===== config.mk =====
export PLATFORM = sky130hd
export DESIGN_NAME = mdgs_ctrl
export DESIGN_NICKNAME = d
export VERILOG_FILES = /design/src/hdl/mdgs_pkg.sv /design/src/hdl/mdgs_ctrl.sv
export SDC_FILE = /design/constraint.sdc
export NUM_CORES = 1
export LEC_CHECK = 0
export ABC_CLOCK_PERIOD_IN_PS = 3200
export BUFFER_PORTS_ARGS = -buffer_cell sky130_fd_sc_hd__buf_2
export CORE_ASPECT_RATIO = 0.6
export CORE_MARGIN = 2
export CORE_UTILIZATION = 24
export CTS_BUF_LIST = sky130_fd_sc_hd__clkbuf_2
export DETAILED_ROUTE_END_ITERATION = 6
export PLACE_DENSITY_LB_ADDON = 0.1
export SLEW_MARGIN = 10
export SYNTH_ARGS = -nofsm -noshare
export SYNTH_HDL_FRONTEND = slang
export SYNTH_SLANG_ARGS = --single-unit
export TNS_END_PERCENT = 1

===== constraint.sdc =====
create_clock -name i_clk -period 3.2 [get_ports i_clk]
set_clock_uncertainty 0.2 [all_clocks]
set_input_delay 0.48 -clock i_clk [delete_from_list [all_inputs] [get_ports i_clk]]
set_output_delay 0.48 -clock i_clk [all_outputs]
set_load 0.02 [all_outputs]

===== src/hdl/mdgs_pkg.sv =====
package mdgs_pkg;

    localparam int MAX_SIDE_DEF = 64;

    typedef logic [2:0] t_mark;

    localparam t_mark M_EMPTY = 3'd0;
    localparam t_mark M_WALL  = 3'd1;
    localparam t_mark M_GOAL  = 3'd2;
    localparam t_mark M_VISIT = 3'd3;
    localparam t_mark M_ROUTE = 3'd4;
    localparam t_mark M_FOUND = 3'd5;

    localparam logic [1:0] F_WRITE = 2'd0;
    localparam logic [1:0] F_RUN   = 2'd1;
    localparam logic [1:0] F_READ  = 2'd2;

    localparam logic [1:0] KIND_EMPTY = 2'd0;
    localparam logic [1:0] KIND_GOAL  = 2'd2;

    localparam logic [1:0] CFG_WIDTH  = 2'd0;
    localparam logic [1:0] CFG_HEIGHT = 2'd1;
    localparam logic [1:0] CFG_GOALS  = 2'd2;

    typedef struct packed {
        logic accept;
        logic run_clear;
        logic wr_cell;
        logic rd_result;
        logic sweep_init;
        logic sweep_merge;
        logic sweep_fail;
        logic sl_issue;
        logic sl_take;
        logic turn;
        logic bk_issue;
        logic bk_take;
        logic goal_take;
        logic set_ok;
        logic emit;
    } t_cmd;

    typedef struct packed {
        logic [1:0] func;
        logic       sweep_done;
        logic       step_ok;
        logic       m_pass;
        logic       m_goal;
        logic       tries3;
        logic       at_origin;
        logic       goals_met;
        logic       out_free;
    } t_status;

    // Folds one working-map mark into the result map.
    function automatic t_mark merge_mark(input t_mark w, input t_mark s, input logic with_route);
        t_mark m;
        m = s;
        if (w == M_ROUTE) begin
            if (with_route && s != M_GOAL) m = M_ROUTE;
        end else if (w == M_VISIT && s != M_ROUTE && s != M_GOAL) begin
            m = M_VISIT;
        end
        return m;
    endfunction

    function automatic t_mark read_mark(input t_mark m);
        return (m == M_FOUND) ? M_GOAL : m;
    endfunction

endpackage


===== src/hdl/mdgs_ctrl.sv =====
module mdgs_ctrl (
    input  logic              i_clk,
    input  logic              i_rst_n,
    input  logic              i_in_valid,
    input  mdgs_pkg::t_status i_status,
    output mdgs_pkg::t_cmd    o_cmd,
    output logic              o_in_stall
);
    import mdgs_pkg::*;

    typedef enum logic [11:0] {
        S_IDLE   = 12'h001,
        S_DECODE = 12'h002,
        S_INIT   = 12'h004,
        S_CHECK  = 12'h008,
        S_SLIDE  = 12'h010,
        S_SLWAIT = 12'h020,
        S_TURN   = 12'h040,
        S_BKWAIT = 12'h080,
        S_GOAL   = 12'h100,
        S_MERGE  = 12'h200,
        S_FAIL   = 12'h400,
        S_EMIT   = 12'h800
    } t_state;

    t_state r_state, n_state;
    t_cmd   cmd;

    always_ff @(posedge i_clk) begin
        if (!i_rst_n) r_state <= S_IDLE;
        else r_state <= n_state;
    end

    always_comb begin
        cmd     = '0;
        n_state = r_state;
        case (r_state)
            S_IDLE: begin
                if (i_in_valid) begin
                    cmd.accept = 1'b1;
                    n_state    = S_DECODE;
                end
            end
            S_DECODE: begin
                case (i_status.func)
                    F_WRITE: begin
                        cmd.wr_cell = 1'b1;
                        n_state     = S_EMIT;
                    end
                    F_RUN: begin
                        cmd.run_clear = 1'b1;
                        n_state       = S_INIT;
                    end
                    F_READ: begin
                        cmd.rd_result = 1'b1;
                        n_state       = S_EMIT;
                    end
                    default: n_state = S_EMIT;
                endcase
            end
            S_INIT: begin
                cmd.sweep_init = 1'b1;
                if (i_status.sweep_done) n_state = S_CHECK;
            end
            S_CHECK: begin
                if (i_status.goals_met) begin
                    cmd.set_ok = 1'b1;
                    n_state    = S_EMIT;
                end else begin
                    n_state = S_SLIDE;
                end
            end
            S_SLIDE: begin
                if (i_status.step_ok) begin
                    cmd.sl_issue = 1'b1;
                    n_state      = S_SLWAIT;
                end else begin
                    n_state = S_TURN;
                end
            end
            S_SLWAIT: begin
                cmd.sl_take = 1'b1;
                if (i_status.m_goal) n_state = S_GOAL;
                else if (i_status.m_pass) n_state = S_SLIDE;
                else n_state = S_TURN;
            end
            S_TURN: begin
                if (i_status.tries3) begin
                    if (i_status.at_origin) begin
                        n_state = S_FAIL;
                    end else begin
                        cmd.bk_issue = 1'b1;
                        n_state      = S_BKWAIT;
                    end
                end else begin
                    cmd.turn = 1'b1;
                    n_state  = S_SLIDE;
                end
            end
            S_BKWAIT: begin
                cmd.bk_take = 1'b1;
                n_state     = S_SLIDE;
            end
            S_GOAL: begin
                cmd.goal_take = 1'b1;
                n_state       = S_MERGE;
            end
            S_MERGE: begin
                cmd.sweep_merge = 1'b1;
                if (i_status.sweep_done) n_state = S_CHECK;
            end
            S_FAIL: begin
                cmd.sweep_fail = 1'b1;
                if (i_status.sweep_done) n_state = S_EMIT;
            end
            S_EMIT: begin
                if (i_status.out_free) begin
                    cmd.emit = 1'b1;
                    n_state  = S_IDLE;
                end
            end
            default: n_state = S_IDLE;
        endcase
    end

    assign o_cmd      = cmd;
    assign o_in_stall = (r_state != S_IDLE);
endmodule


# [After elaboration in Yosys (flattened, before gate mapping)]
# Cells that the tools add are included.
[classes] addsub=0 n_mul=0 div=0 magnitude_cmp=0 eq_ne=19 shift=0 muxes=34 n_bitwise=0 reduce_logical=3
[ops] operator="12-bit one-hot mux with 11 select lines" count=1
[ops] operator="12-bit two-way mux" count=7
[ops] operator="11-bit two-way mux" count=2
[ops] operator="1-bit two-way mux" count=20
[ops] operator="7-bit two-way mux" count=2
[ops] operator="12-bit by 1-bit == test with 1-bit output (second input constant)" count=1
[ops] operator="12-bit by 10-bit == test with 1-bit output (second input constant)" count=1
[ops] operator="12-bit by 11-bit == test with 1-bit output (second input constant)" count=1
[ops] operator="12-bit == test (second input constant)" count=1
[ops] operator="12-bit by 2-bit == test with 1-bit output (second input constant)" count=1
[ops] operator="12-bit by 3-bit == test with 1-bit output (second input constant)" count=1
[ops] operator="12-bit by 4-bit == test with 1-bit output (second input constant)" count=1
[ops] operator="12-bit by 5-bit == test with 1-bit output (second input constant)" count=1
[ops] operator="12-bit by 6-bit == test with 1-bit output (second input constant)" count=1
[ops] operator="12-bit by 7-bit == test with 1-bit output (second input constant)" count=1
[ops] operator="12-bit by 8-bit == test with 1-bit output (second input constant)" count=1
[ops] operator="12-bit by 9-bit == test with 1-bit output (second input constant)" count=1
[ops] operator="12-bit by 1-bit inequality test with 1-bit output (second input constant)" count=1
[ops] operator="2-bit inequality test (second input constant)" count=3
[ops] operator="4-bit AND reduction" count=1
[ops] operator="3-bit two-way mux" count=1
[ops] operator="2-bit by 1-bit == test with 1-bit output (second input constant)" count=1
[ops] operator="2-bit == test (second input constant)" count=1
[ops] operator="2-bit logical NOT" count=1
[ops] operator="3 further kinds" count=3
[word_totals] regBits=12 latch_bits=0 ram_bits=0 romBits=0 output_inout_bits=16 word_cells=57 n_memories=0

# [Logic depth before layout (Yosys ltp)]
# Gate-level depths: netlist of the first run.
[depth] depth_word=4 depth_mapped=7 ltp_nobuf=5

# [Least setup slack after synthesis of the first run]
# Ideal clock, no wire load.
[synth_timing] kind="reg2out" start="reg r_state[4]" end="out o_cmd[0] (netlist name)" t_arrival_ns=1.646 t_required_ns=2.520 path_slack_ns=0.874 path_stages_with_launch=4 path_buffers=0 cell_sequence="dfxtp_1 > nor4_4 > nand2_1 > nor4_1"
[synth_rtl] element="start: declaration" line_no="mdgs_ctrl.sv:26" source="t_state r_state, n_state;"
[synth_rtl] element="start signal: assignment" line_no="mdgs_ctrl.sv:31" source="else r_state <= n_state;"
[synth_rtl] element="end: declaration" line_no="mdgs_ctrl.sv:6" source="output mdgs_pkg::t_cmd o_cmd,"

==> summary.txt, run 1 <==
Synth
  • Share of the synthesized area in the top cell type: 26.2%
  • Most frequent cell after synthesis: dfxtp_1
  • Largest area contributor in the netlist: dfxtp_1
  • Ys async rst share: 0%
  • Avg Synthesized Cell Area: 8.34 µm²
  • Syn_nets: 123
  • Sequential area share after synthesis: 26.2%
  • Top_reg_cell synth: dfxtp_1
  • Synth Warn #: 0
  • Synthesized flop and latch total: 12
  • Synth cell count leaders: 12 x dfxtp_1, 11 x nor2_1, 8 x nor3_1
  • Top post-synthesis cells by area: dfxtp_1 26%, nor4_4 7.0%, nor2b_1 4.8%
  • Yosys cell types: 43
  • Synth Instances: 110
  • Number of enable flip-flop cells after synthesis: 0
  • Cell area after synthesis: 917 µm²

Layout
  • Share of cells above drive strength 1: 30.7%
  • Max reg flops: 12
  • Largest register by flop count: r_state
  • # nets final: 151
  • Synthesis-to-layout area growth: 19.8%
  • Top flop regs: r_state: 12 flops
  • Ant. Diodes: 0

Critical path
  • Worst setup SP type: register
  • Launch point of the critical path: r_state[9]
  • Reg2Reg Launch Point: r_state[4]
  • Crit. path cell count: 6
  • Worst path max stage delay: 0.45 ns
  • Slowest CP cell: dfxtp_1
  • CP arrival: 2.14 ns
  • Worst path bufs/invs: 1
  • CP endpoint: o_cmd[4]
  • Cell family with most CP delay: simple AND/OR/NAND/NOR gates
  • Reg2reg setup slack: 0.96 ns
  • Reg2Reg Depth: 5
  • Kind of critical path: reg -> out
  • Worst flop-to-flop path endpoint: r_state[3]
  • Worst setup EP type: output pin
  • Worst path cell trace: nor4_4 -> nand2_2 -> nor3_1 -> nand3_1 -> nor2_1 -> buf_2
  • Critical Path Fanout Max: 9
  • Critical Path RT: 2.52 ns

Global routing
  • First-pass GRT wire length: 4000 µm
  • Vias in the first global route: 768
  • GRT overflow: 0
  • GRT busiest layer: met1
  • Gr usage total: 12.1%
  • Met3 Usage GRT: 4.60%
  • Initial antenna violation count: 0
  • Met2 usage: 16.1%
  • Met1 GRT Util: 18.3%
  • Largest net degree at the start of global routing: 10

Floorplanning
  • Total core area: 3660 µm²
  • Total die area: 4350 µm²
  • Io pins: 29
  • Initial core utilization: 25.1%
  • Die Wd: 83.8 µm
  • Num rows: 17
  • Die Ht: 51.9 µm

Pwr
  • Power Density: 342 nW/µm²
  • Peak VDD IR: 0.174 mV
  • Pleak: 0.434 nW

Clock tree
  • Clock tree sinks: 12
  • Hold_buf cts: 0
  • Worst-Skew Late Latency: 0.29 ns
  • Root buffer cell: clkbuf_2
  • Clock Path Buffers: 2
  • Clock-pin slew on the worst setup and hold paths: 0.16 ns
  • CTS-repair resized insts: 0
  • Post CTS Setup Buffer Count: 0
  • CTS Buf Count: 3
  • H-tree levels: 1
  • CTS tree: yes

Detailed routing
  • # DRC: 0
  • Post-DRT Antenna Nets: 0
  • Pre-antenna DRT Iters: 4
  • Initial detailed-routing violation count: 48
  • Post-Route WL: 2510 µm
  • WL/cell: 13.7 µm
  • Via count: 911
  • Routed vias/inst: 4.95

STA
  • Final Hold Fails: 0
  • Max Slew Vio Count: 0
  • Hold WS: 0.159 ns
  • Final Setup Violations: 0
  • Sum Neg Setup Slack: 0 ns
  • RSZ-0062 raised after global routing: false
  • Period Utilization, post-route: 88.3%
  • Relative slew margins: 64.9%
  • Peak Freq: 354 MHz
  • Worst-Margin Slew: 0.526 ns
  • Minimum clock period: 2.82 ns

Placement
  • PortBufs: 28
  • Half-perimeter wire length after placement: 1960 µm
  • Gpl congestion: 0.758

Outcome
  • Status: completed

Job
  • Max-cap violation count: 0

Min path
  • HP Class: in -> reg
-- through the flow --
stage               power, mW  util, %  instances  area, µm²  setup slack (ns)
floorplan               0.266        -        110        917             0.874
global placement        0.295     29.5        180       1080             0.822
detailed placement      0.293     29.5        180       1080             0.718
CTS                     0.383     30.0        184       1100             0.362
global route            0.408     30.0        184       1100            0.0426
finish                  0.376     30.0        184       1100             0.376
-- area by class of cell --
cell class	instances	area, µm²
clock buffers	3	15.0
well taps	47	58.8
clock inverters	1	3.75
multi-input cells	90	629
fillers	415	2560
flip-flops and latches	12	240
repair buffers	28	140
inverters	3	11.3
-- placed cells by master, fill, tap and decap left out, drive strengths merged, types with 2 or more instances in the layout --
cell	n
nand3	3
nor4	6
buf	28
a21boi	2
o21ai	4
o2111ai	2
nand4	4
nor2	12
xor2	2
or4b	2
o21bai	2
and2	2
nor3b	4
dfxtp	12
nand3b	4
clkbuf	3
nor2b	7
inv	3
nor3	8
nand2	7
a21oi	3
-- cell families (layout without fill, tap and decap cells) --
kind of cell              count (synthesis)  after routing  synth area share (%)
AOI/OAI and AO/OA                        21             21                  18.6
DFF                                      12             12                  26.2
and+or+nand+nor                          65             65                  46.1
buffers and inverters                     8             35                  5.18
muxes                                     1              1                  1.09
xor gates and xnor gates                  3              3                  2.87
-- power by group --
group	switching, mW	internal (mW)
clock	0.0584	0.0271
combinational	0.0736	0.0448
sequential	0.0158	0.156
-- how the worst min path moves through the flow --
stage | from | to | slack, ns | cells after the start
after floorplan | r_state[10] | r_state[10] | 0.34 | 2
after global placement | r_state[11] | r_state[11] | 0.39 | 2
after detailed placement | r_state[10] | r_state[10] | 0.39 | 2
after CTS | i_status[2] | r_state[7] | 0.14 | 2
after global routing | i_status[2] | r_state[7] | 0.14 | 2
final | i_status[2] | r_state[7] | 0.16 | 2
-- metal layers --
layer,up-vias,share of wire (%)
met4,0,0.32
met5,-,0
met2,22,39
li1,466,-
met1,421,56
met3,2,4.9
No activity file was read; power rests on OpenSTA's default activity.
==> run 2, diff against run 1 <==
--- a/config.mk
+++ b/config.mk
@@ -6,13 +6,14 @@
 export NUM_CORES = 1
 export LEC_CHECK = 0
 export ABC_CLOCK_PERIOD_IN_PS = 3200
-export BUFFER_PORTS_ARGS = -buffer_cell sky130_fd_sc_hd__buf_2
 export CORE_ASPECT_RATIO = 0.6
 export CORE_MARGIN = 2
 export CORE_UTILIZATION = 24
 export CTS_BUF_LIST = sky130_fd_sc_hd__clkbuf_2
 export DETAILED_ROUTE_END_ITERATION = 6
+export DONT_BUFFER_PORTS = 1
 export PLACE_DENSITY_LB_ADDON = 0.1
+export SKIP_CTS_REPAIR_TIMING = 1
 export SLEW_MARGIN = 10
 export SYNTH_ARGS = -nofsm -noshare
 export SYNTH_HDL_FRONTEND = slang
==> run 2 against run 1 <==
First-iteration DRC count fell by 38%. Register-to-register slack improved by 0.04 ns. Combinational power fell by 8%. Cell count fell by 14%. Global-route usage fell by 0.40 points. Critical endpoint unchanged. Largest cell class unchanged. Largest power group unchanged. Highest routed layer is now met3.
==> summary.txt, run 2 (same netlist as run 1, synthesis figures left out) <==
Global routing
  • Gr usage total: 11.7% (was 12.1%)
  • Vias in the first global route: 724 (was 768)
  • GRT overflow: 0 (unchanged)
  • Largest net degree at the start of global routing: 10 (unchanged)
  • Initial antenna violation count: 0 (unchanged)
  • First-pass GRT wire length: 3850 µm (was 4000 µm)

Clock tree
  • H-tree levels: 1 (unchanged)
  • Clock tree sinks: 12 (unchanged)
  • Clock Path Buffers: 2 (unchanged)
  • Worst-Skew Late Latency: 0.27 ns (was 0.29 ns)
  • CTS Buf Count: 3 (unchanged)
  • CTS tree: yes (unchanged)
  • Clock-pin slew on the worst setup and hold paths: 0.13 ns (was 0.16 ns)
  • Root buffer cell: clkbuf_2 (unchanged)

Critical path
  • Critical Path Fanout Max: 9 (unchanged)
  • Worst path max stage delay: 0.44 ns (was 0.45 ns)
  • Worst setup EP type: output pin (unchanged)
  • Kind of critical path: reg -> out (unchanged)
  • CP arrival: 2.17 ns (was 2.14 ns)
  • Reg2Reg Launch Point: r_state[4] (unchanged)
  • Slowest CP cell: dfxtp_1 (unchanged)
  • Reg2reg setup slack: 1.00 ns (was 0.96 ns)
  • Critical Path RT: 2.52 ns (about the same)
  • Worst setup SP type: register (unchanged)
  • Worst path cell trace: nor4_4 -> nand2_2 -> nor3_1 -> nand3_1 -> nor2_1 (was nor4_4 -> nand2_2 -> nor3_1 -> nand3_1 -> nor2_1 -> buf_2)
  • Worst flop-to-flop path endpoint: r_state[11] (was r_state[3])
  • Reg2Reg Depth: 5 (unchanged)

Placement
  • PortBufs: 0 (was 28)
  • Half-perimeter wire length after placement: 2000 µm (was 1960 µm)
  • Setup Slack @ Placement: 0.650 ns (was 0.718 ns)
  • Gpl congestion: 0.788 (was 0.758)
  • Placed Cells: 155 (was 180)

Layout
  • Most frequent cells in the layout: 12 x dfxtp_1, 11 x nor2_1, 8 x nor3_1 (was 28 x buf_2, 12 x dfxtp_1, 11 x nor2_1)
  • Commonest non-fill, non-tap cell in the layout: dfxtp_1 (was buf_2)
  • Non-filler instance count after layout: 159 (was 184)
  • Top flop regs: r_state: 12 flops (unchanged)
  • Max reg flops: 12 (unchanged)
  • Ant. Diodes: 0 (unchanged)
  • Largest register by flop count: r_state (unchanged)
  • Final core utilization: 26.8% (was 30.0%)
  • Synthesis-to-layout area growth: 6.96% (was 19.8%)
  • # nets final: 126 (was 151)
  • Share of cells above drive strength 1: 15.2% (was 30.7%)

STA
  • Sum Neg Setup Slack: 0 ns (unchanged)
  • Max Slew Vio Count: 0 (unchanged)
  • Hold WS: 0.0628 ns (was 0.159 ns)
  • Final Setup Violations: 0 (unchanged)
  • Final Hold Fails: 0 (unchanged)
  • Peak Freq: 351 MHz (was 354 MHz)
  • Relative slew margins: 56.0% (was 64.9%)
  • Minimum clock period: 2.85 ns (was 2.82 ns)
  • Worst-Margin Slew: 0.659 ns (was 0.526 ns)
  • Period Utilization, post-route: 89.1% (was 88.3%)
  • RSZ-0062 raised after global routing: false (unchanged)
  • Setup ws final: 0.348 ns (was 0.376 ns)

Detailed routing
  • Via count: 830 (was 911)
  • WL/cell: 16.0 µm (was 13.7 µm)
  • Initial detailed-routing violation count: 30 (was 48)
  • Routed vias/inst: 5.22 (was 4.95)
  • Pre-antenna DRT Iters: 4 (unchanged)
  • Post-Route WL: 2550 µm (was 2510 µm)
  • Post-DRT Antenna Nets: 0 (unchanged)
  • # DRC: 0 (unchanged)

Floorplanning
  • Die Ht: 51.9 µm (unchanged)
  • Total core area: 3660 µm² (unchanged)
  • Die Wd: 83.8 µm (unchanged)
  • Total die area: 4350 µm² (unchanged)
  • Initial core utilization: 25.1% (unchanged)
  • Io pins: 29 (unchanged)
  • Num rows: 17 (unchanged)

Min path
  • Hold path start: i_status[2] (unchanged)
  • Hold Path Depth: 1 (was 2)
  • Hold Path End: r_state[7] (unchanged)
  • HP Class: in -> reg (unchanged)

Job
  • Max-cap violation count: 0 (unchanged)

Pwr
  • Power Density: 369 nW/µm² (was 342 nW/µm²)
  • Pleak: 0.315 nW (was 0.434 nW)
  • Peak VDD IR: 0.130 mV (was 0.174 mV)

Outcome
  • Status: completed (unchanged)
[run 2: changes by cell type in the layout (fill, tap and decap cells not counted)]
cell and change:
buf_4 +3, buf_2 -28
[run 2: worst max-delay path by stage]
stage               startpoint       end  slack (ns)  cells after the start
floorplan           r_state[4]  o_cmd[0]        0.87                      3
global placement    r_state[9]  o_cmd[4]        0.67                      5
detailed placement  r_state[9]  o_cmd[4]        0.65                      5
CTS                 r_state[9]  o_cmd[4]        0.31                      5
global route        r_state[9]  o_cmd[4]        0.13                      5
finish              r_state[9]  o_cmd[4]        0.35                      5
[run 2: layer usage]
layer,GRT usage (%),wire length (µm),vias to the layer above
li1,-,-,417
met5,0,0,-
met3,4.92,181,0
met2,15.5,999,27
met4,1.61,0,0
met1,17.4,1370,386
[run 2: critical path, delay by kind of cell (launching register included)]
family | cells | cell delay, ns
DFF | 1 | 0.44
and+or+nand+nor | 5 | 1.46
[run 2: metrics by stage]
stage	power [mW]	instance area, µm²
2_1_floorplan	0.266	917
3_3_place_gp	0.285	962
3_5_place_dp	0.282	962
4_1_cts	0.367	981
5_1_grt	0.382	981
6_report	0.362	981
[run 2: where the power goes]
part	internal, mW	switching, mW
Sequential	0.156	0.0151
Clock	0.0271	0.0563
Combinational	0.0402	0.0675
[run 2: area by class of cell]
cell class / instances / area [µm²]
Timing Repair Buffer: 3 / 22.5
Clock inverter: 1 / 3.75
Tap cell: 47 / 58.8
Clock buffer: 3 / 15.0
Multi-Input combinational cell: 90 / 629
Sequential cell: 12 / 240
Inverter: 3 / 11.3
Fill cell: 419 / 2680
==> run 3, diff against run 2 <==
==> constraint.sdc (replaced) <==
create_clock -name i_clk -period 3.2 [get_ports i_clk]
set_clock_uncertainty 0.2 [all_clocks]
set_input_delay 0.16 -clock i_clk [delete_from_list [all_inputs] [get_ports i_clk]]
set_output_delay 0.16 -clock i_clk [all_outputs]
set_load 0.02 [all_outputs]
==> run 3 against run 2 <==
Sequential power is essentially flat. Total power fell by 0.78%. Final area up 8.0%. Critical path depth is 1 higher. First-iteration DRC count rose by 70%. Register-to-register slack got worse by 0.70 ns. Global-route usage decreased by 0.64 points. Worst hold slack worse by 0.058 ns. Flip-flop and latch count unchanged. Critical path type is now reg -> reg.
==> summary.txt, run 3 (same netlist as run 1, synthesis figures left out) <==
Placement
  • Setup Slack @ Placement: 0.868 ns (was 0.650 ns)
  • Placed Cells: 154 (was 155)
  • PortBufs: 0 (unchanged)
  • Half-perimeter wire length after placement: 1930 µm (was 2000 µm)
  • Gpl congestion: 0.750 (was 0.788)
  • Area post-placement: 955 µm² (was 962 µm²)

Outcome
  • Status: completed (unchanged)

Critical path
  • Slowest CP cell: dlygate4sd3_1 (was dfxtp_1)
  • Worst path max stage delay: 0.57 ns (was 0.44 ns)
  • Worst setup SP type: register (unchanged)
  • Critical Path Fanout Max: 8 (was 9)
  • Kind of critical path: reg -> reg (was reg -> out)
  • CP arrival: 2.86 ns (was 2.17 ns)
  • Worst path cell trace: nor4_4 -> nand2_2 -> or2_0 -> o2111ai_4 -> a31oi_1 -> dlygate4sd3_1 (was nor4_4 -> nand2_2 -> nor3_1 -> nand3_1 -> nor2_1)
  • Worst setup EP type: register (was output pin)
  • Critical Path RT: 3.16 ns (was 2.52 ns)

Layout
  • Top flop regs: r_state: 12 flops (unchanged)
  • Fillers: 402 (was 419)
  • Synthesis-to-layout area growth: 15.6% (was 6.96%)
  • Largest register by flop count: r_state (unchanged)
  • Post-Layout Inst Area: 1060 µm² (was 981 µm²)
  • Sequential Area: 240 µm² (unchanged)
  • Max reg flops: 12 (unchanged)
  • Ant. Diodes: 0 (unchanged)
  • Non-filler instance count after layout: 166 (was 159)
  • # nets final: 134 (was 126)
  • Most frequent cells in the layout: 12 x dfxtp_1, 11 x nor2_1, 9 x dlygate4sd3_1 (was 12 x dfxtp_1, 11 x nor2_1, 8 x nor3_1)
  • Area of the multi-input gates: 629 µm² (unchanged)
  • Final core utilization: 29.0% (was 26.8%)
  • Share of cells above drive strength 1: 13.4% (was 15.2%)
  • Commonest non-fill, non-tap cell in the layout: dfxtp_1 (unchanged)

Global routing
  • GRT overflow: 0 (unchanged)
  • Gr usage total: 11.0% (was 11.7%)
  • Initial antenna violation count: 0 (unchanged)
  • Vias in the first global route: 689 (was 724)
  • First-pass GRT wire length: 3630 µm (was 3850 µm)
  • Largest net degree at the start of global routing: 10 (unchanged)

STA
  • Period Utilization, post-route: 90.6% (was 89.1%)
  • Worst-Margin Slew: 0.677 ns (was 0.659 ns)
  • Setup ws final: 0.302 ns (was 0.348 ns)
  • Sum Neg Setup Slack: 0 ns (unchanged)
  • Final Setup Violations: 0 (unchanged)
  • Minimum clock period: 2.90 ns (was 2.85 ns)
  • Max Slew Vio Count: 0 (unchanged)
  • Final Hold Fails: 0 (unchanged)
  • RSZ-0062 raised after global routing: false (unchanged)
  • Peak Freq: 345 MHz (was 351 MHz)
  • Relative slew margins: 54.8% (was 56.0%)

Floorplanning
  • Total core area: 3660 µm² (unchanged)
  • Num rows: 17 (unchanged)
  • Initial core utilization: 25.1% (unchanged)
  • Total die area: 4350 µm² (unchanged)
  • Die Ht: 51.9 µm (unchanged)
  • Io pins: 29 (unchanged)
  • Die Wd: 83.8 µm (unchanged)

Pwr
  • Switch share: 37.7% (was 38.3%)
  • Power Density: 339 nW/µm² (was 369 nW/µm²)
  • Pleak: 0.350 nW (was 0.315 nW)
  • Cell internal pwr: 0.224 mW (was 0.223 mW)
  • Sequential Power Share: 47.7% (was 47.3%)
  • Switch Pwr: 0.135 mW (was 0.139 mW)
  • Comb pwr share: 31.0% (was 29.7%)
  • Clock share of power: 21.2% (was 23.0%)
  • Peak VDD IR: 0.121 mV (was 0.130 mV)

Detailed routing
  • Post-Route WL: 2510 µm (was 2550 µm)
  • Post-DRT Antenna Nets: 0 (unchanged)
  • Pre-antenna DRT Iters: 4 (unchanged)
  • Initial detailed-routing violation count: 51 (was 30)
  • # DRC: 0 (unchanged)
  • WL/cell: 15.1 µm (was 16.0 µm)
  • Via count: 863 (was 830)
  • Routed vias/inst: 5.20 (was 5.22)

Clock tree
  • Root buffer cell: clkbuf_2 (unchanged)
  • Clock tree sinks: 12 (unchanged)
  • CTS tree: yes (unchanged)
  • Clock Path Buffers: 2 (unchanged)
  • H-tree levels: 1 (unchanged)
  • Clock-pin slew on the worst setup and hold paths: 0.12 ns (was 0.13 ns)
  • Worst-Skew Late Latency: 0.26 ns (was 0.27 ns)
  • CTS Buf Count: 3 (unchanged)

Min path
  • HP Class: in -> reg (unchanged)

Job
  • Max-cap violation count: 0 (unchanged)
## run 3: final timing paths
path | from | end | slack, ns | cells after the start
max | r_state[4] | r_state[4] | 0.30 | 6
max reg2reg | r_state[4] | r_state[4] | 0.30 | 6
min | i_status[4] | r_state[6] | 0.005 | 3
min reg2reg | r_state[10] | r_state[10] | 0.41 | 2
## run 3: final cells by class
type | count | area share [%]
Tap cell | 47 | 5.55
Multi-Input combinational cell | 90 | 59.4
Sequential cell | 12 | 22.7
Inverter | 3 | 1.06
Clock buffer | 3 | 1.42
Timing Repair Buffer | 11 | 9.92
## run 3: power by group through the flow
stage               logic (mW)  registers [mW]  clock network [mW]
global placement         0.101           0.175                   0
detailed placement       0.100           0.175                   0
global route             0.123           0.173              0.0909
floorplan               0.0955           0.170                   0
CTS                      0.101           0.172              0.0840
finish                   0.112           0.172              0.0764
## run 3: per-stage QoR
stage / power, mW / hold slack [ns]
final: 0.360 / 0.00491
after global routing: 0.387 / 0.00338
after CTS: 0.357 / -0.266
after detailed placement: 0.275 / 0.0455
after global placement: 0.276 / 0.0451
after floorplan: 0.266 / 0.0386
## run 3: metal layers
layer  GRT usage (%)  vias to the layer above  part of all wire, %
met1            17.8                      404                   53
met4            1.61                        0                    0
li1                -                      431                    -
met3            4.29                        0                  8.0
met2            13.1                       28                   39
met5               0                        -                    0
## run 3: worst max-delay path, delay by kind of cell (launching register included)
family | cells | cell delay (ns)
AND/OR/NAND/NOR | 3 | 1.13
buffers and inverters | 1 | 0.57
AO/OA/AOI/OAI | 2 | 0.48
flip-flops | 1 | 0.41
